File: src/rtl/ttot_pkg.sv
package ttot_pkg;

   localparam int NUM_STAGES      = 4;
   localparam int STAGE_SETUP     = 0;
   localparam int STAGE_PRODUCT   = 1;
   localparam int STAGE_RANGE     = 2;
   localparam int STAGE_RESULT    = 3;
   localparam int RSP_TDATA_WIDTH = 8;

   typedef struct packed {
      logic [NUM_STAGES-1:0] en;
   } pipe_ctrl_type;

endpackage

File: src/rtl/ttot_pipe_ctrl.sv
module ttot_pipe_ctrl (
   input  logic                   clock,
   input  logic                   reset,
   input  logic                   req_tvalid,
   output logic                   req_tready,
   output logic                   rsp_tvalid,
   input  logic                   rsp_tready,
   output ttot_pkg::pipe_ctrl_type ctrl
);
   import ttot_pkg::*;

   logic [NUM_STAGES-1:0] valid_ff;
   logic [NUM_STAGES-1:0] valid_in;
   logic [NUM_STAGES-1:0] en;

   always_comb begin
      en[STAGE_RESULT] = !valid_ff[STAGE_RESULT] || rsp_tready;
      for (int k = NUM_STAGES - 2; k >= 0; k--) begin
         en[k] = !valid_ff[k] || en[k+1];
      end
   end

   always_comb begin
      valid_in = valid_ff;
      if (en[STAGE_SETUP]) begin
         valid_in[STAGE_SETUP] = req_tvalid;
      end
      for (int k = 1; k < NUM_STAGES; k++) begin
         if (en[k]) begin
            valid_in[k] = valid_ff[k-1];
         end
      end
   end

   always_ff @(posedge clock) begin
      if (reset) begin
         valid_ff <= '0;
      end else begin
         valid_ff <= valid_in;
      end
   end

   assign ctrl.en     = en;
   assign req_tready  = en[STAGE_SETUP];
   assign rsp_tvalid  = valid_ff[STAGE_RESULT];

endmodule

File: config.mk
export PLATFORM = sky130hd
export DESIGN_NAME = ttot_pipe_ctrl
export DESIGN_NICKNAME = d
export VERILOG_FILES = /design/src/rtl/ttot_pkg.sv /design/src/rtl/ttot_pipe_ctrl.sv
export SDC_FILE = /design/constraint.sdc
export NUM_CORES = 1
export LEC_CHECK = 0
export ABC_AREA = 1
export BUFFER_PORTS_ARGS = -buffer_cell sky130_fd_sc_hd__buf_2
export CAP_MARGIN = 20
export CORE_AREA = 5 5 42 44
export CTS_CLUSTER_SIZE = 16
export DETAILED_ROUTE_END_ITERATION = 16
export DIE_AREA = 0 0 47 49
export PLACE_DENSITY = 0.38
export RECOVER_POWER = 100
export SLEW_MARGIN = 20
export SYNTH_ARGS = -nofsm -noshare
export SYNTH_HDL_FRONTEND = slang
export SYNTH_SLANG_ARGS = --single-unit
export TNS_END_PERCENT = 100
File: constraint.sdc
create_clock -name clock -period 2.2 [get_ports clock]
set_input_delay 0.11 -clock clock [delete_from_list [all_inputs] [get_ports clock]]
set_output_delay 0.11 -clock clock [all_outputs]
set_load 0.02 [all_outputs]
==> impl_metrics.env <==
export IMPL_status="finished clean"
export IMPL_worstPathMaxFanout=5
export IMPL_drcViolationCount=0
export IMPL_synth_nets=23
export IMPL_final_util=0.157
export IMPL_setup_violations_final=0
export IMPL_tritoncts="built"
export IMPL_via_count=150
export IMPL_final_setup_skew_ps=0.277
export IMPL_grt_pass1_wl_um=641
export IMPL_drt_wl_total_um=349
export IMPL_yosys_register_bits=4
export IMPL_finalNonFillerCells=46
export IMPL_sw_frac_of_total=0.197
export IMPL_period_minus_slack_ps=1330
export IMPL_grt_use_total=0.0437
export IMPL_wl_per_cell_um=7.59
export IMPL_p_comb_frac=0.046
export IMPL_postSynthCellCount=19
export IMPL_clock_power_share=0.511
export IMPL_die_h_um=49
export IMPL_post_cts_resized=0
export IMPL_p_int_mw=0.140
export IMPL_startpoint_type="flop"
export IMPL_yosysSeqAreaShare=0.516
export IMPL_htreeDepth=1
export IMPL_yosys_area_top_type="dfxtp_1"
export IMPL_drive_gt1_frac=0.200
export IMPL_p_leak_nw=0.0861
export IMPL_p_sw_mw=0.0343
export IMPL_cp_top_family="simple AND/OR/NAND/NOR gates"
export IMPL_fin_hold_ws_ps=86.1
export IMPL_maxCapViolCount=0
export IMPL_yosys_top_cells_count="5 x inv_1, 4 x dfxtp_1, 3 x a21oi_1, 2 x nor2_1"
export IMPL_reg2reg_depth=4
export IMPL_critPathRequiredTime_ps=2090
export IMPL_syn_area_per_cell_sq_um=8.17
export IMPL_cts_root_buf="clkbuf_4"
export IMPL_yosysWarnings=0
export IMPL_synth_cell_types=9
export IMPL_cp_num_cells=4
export IMPL_hpwl_um=276
export IMPL_die_w_um=47
export IMPL_hold_buffers=0
export IMPL_start_util=0.111
export IMPL_drt_initial_drc_count=2
export IMPL_hold_violations=0
export IMPL_rows=14
export IMPL_slowest_delay_ps=310
export IMPL_dieArea_sq_um=2300
export IMPL_worstMarginPinSlew_ps=281
export IMPL_synthArstFlopShare=0
export IMPL_relSlewSlack=0.812
export IMPL_grt_max_degree=6
export IMPL_slowest_stage="dfxtp_1"
export IMPL_clock_sinks=4
export IMPL_routed_via_density=3.26
export IMPL_port_buffers=9
export IMPL_power_density_nw_per_um2=792
export IMPL_clk_pin_slew_ps=40
export IMPL_syn_area_sq_um=155
export IMPL_synthFlopType="dfxtp_1"
export IMPL_core_area_sq_um=1400
export IMPL_dp_cells=43
export IMPL_drv_slew=0
export IMPL_nets=36
export IMPL_drt_pass1_iter_count=4
export IMPL_overflow=0
export IMPL_cts_setup_buffers=0
export IMPL_ant_nets=0
export IMPL_cts_buffers=3
export IMPL_regMostFlops="valid_ff"
export IMPL_area_delta_synth_final_pct=41.9
export IMPL_cp_end_kind="output port"
export IMPL_critPathArrivalTime_ps=1220
export IMPL_hold_path_class="in2reg"
export IMPL_fin_setup_tns_ps=0
export IMPL_ios=10
export IMPL_yosysMostFrequentCell="inv_1"
export IMPL_hold_depth=2
export IMPL_largest_register_ffs=4
export IMPL_gp_congestion=0.743
export IMPL_synth_edf_count=0
export IMPL_crit_path_cell_trace="inv_1 -> nor2_1 -> nand4_1 -> clkbuf_1"
export IMPL_reg_largest_list="valid_ff: 4 flops"
export IMPL_clk_path_buf_depth=2
export IMPL_fin_crit_sh=0.602
export IMPL_antenna_found_initial=0
export IMPL_synth_area_leaders="dfxtp_1 52%, inv_1 12%, a21oi_1 9.7%"
export IMPL_path_buf_inv=2
export IMPL_ir_drop_uv=353
export IMPL_grt_pass1_vias=151
export IMPL_insertion_delay_ps=230
export IMPL_yosysTopAreaCellShare=0.516
export IMPL_rsz0062_at_grt="no"
export IMPL_pwr_share_seq=0.443
export IMPL_antenna_cells=0
export IMPL_max_freq_ghz=0.754
export IMPL_crit_type="reg2out"
-- metal layers --
layer,track usage,routed length (um)
met1,0.0419,167
met3,0.0812,89
met2,0.0475,92
met4,0,0
met5,0,0
-- path summary, 6_finish.rpt --
kind | from | to | slack [ps]
max | valid_ff[3]$_SDFFE_PP0P_ | ctrl[0] | 870
min | reset | valid_ff[0]$_SDFFE_PP0P_ | 90
max reg2reg | valid_ff[3]$_SDFFE_PP0P_ | valid_ff[0]$_SDFFE_PP0P_ | 1210
min reg2reg | valid_ff[0]$_SDFFE_PP0P_ | valid_ff[1]$_SDFFE_PP0P_ | 450
-- power by group through the flow --
stage	sequential (mW)	combinational (mW)	clock, mW
6_report	0.0774	0.00799	0.0892
3_3_place_gp	0.0785	0.00928	0
5_1_grt	0.0776	0.00927	0.102
2_1_floorplan	0.0787	0.00370	0
3_5_place_dp	0.0785	0.00913	0
4_1_cts	0.0773	0.00927	0.0940
-- metrics by stage --
step / setup slack [ps] / power, mW / area, sq um
floorplan: 922 / 0.0824 / 155
global placement: 1260 / 0.0878 / 213
detailed placement: 1270 / 0.0876 / 213
CTS: 1010 / 0.181 / 235
global route: 654 / 0.189 / 220
finish: 875 / 0.175 / 220
-- cell usage in the layout (no fill, tap or decap), drive strengths merged --
| master | synthesis | final |
|---|---|---|
| nor2 | 3 | 3 |
| dfxtp | 4 | 4 |
| clkbuf | 0 | 9 |
| a21oi | 3 | 3 |
| inv | 5 | 5 |
| nand2 | 1 | 1 |
| buf | 1 | 3 |
| nand4 | 1 | 1 |
| nand3 | 1 | 1 |
-- worst register-to-register path: cells and delay by family (launching register included) --
kind            cells  cell delay (ps)
compound gates      1              150
buf+inv             1               40
flops               1              310
simple gates        2              420
-- cells by family (layout without fill, tap and decap cells) --
| logic type | after synthesis | count (layout) | share of synthesized area |
|---|---|---|---|
| flops | 4 | 4 | 0.516 |
| buf+inv | 6 | 17 | 0.169 |
| simple gates | 6 | 6 | 0.218 |
| compound gates | 3 | 3 | 0.0967 |
-- cell type report --
| type | instances | area [sq um] |
|---|---|---|
| fillers | 175 | 1180 |
| repair buffers | 9 | 37.5 |
| well taps | 16 | 20.0 |
| inverters | 5 | 18.8 |
| clock buffers | 3 | 22.5 |
| flip-flops and latches | 4 | 80.1 |
| multi-input cells | 9 | 41.3 |
Note: power is estimated with default switching activity, not from simulation.
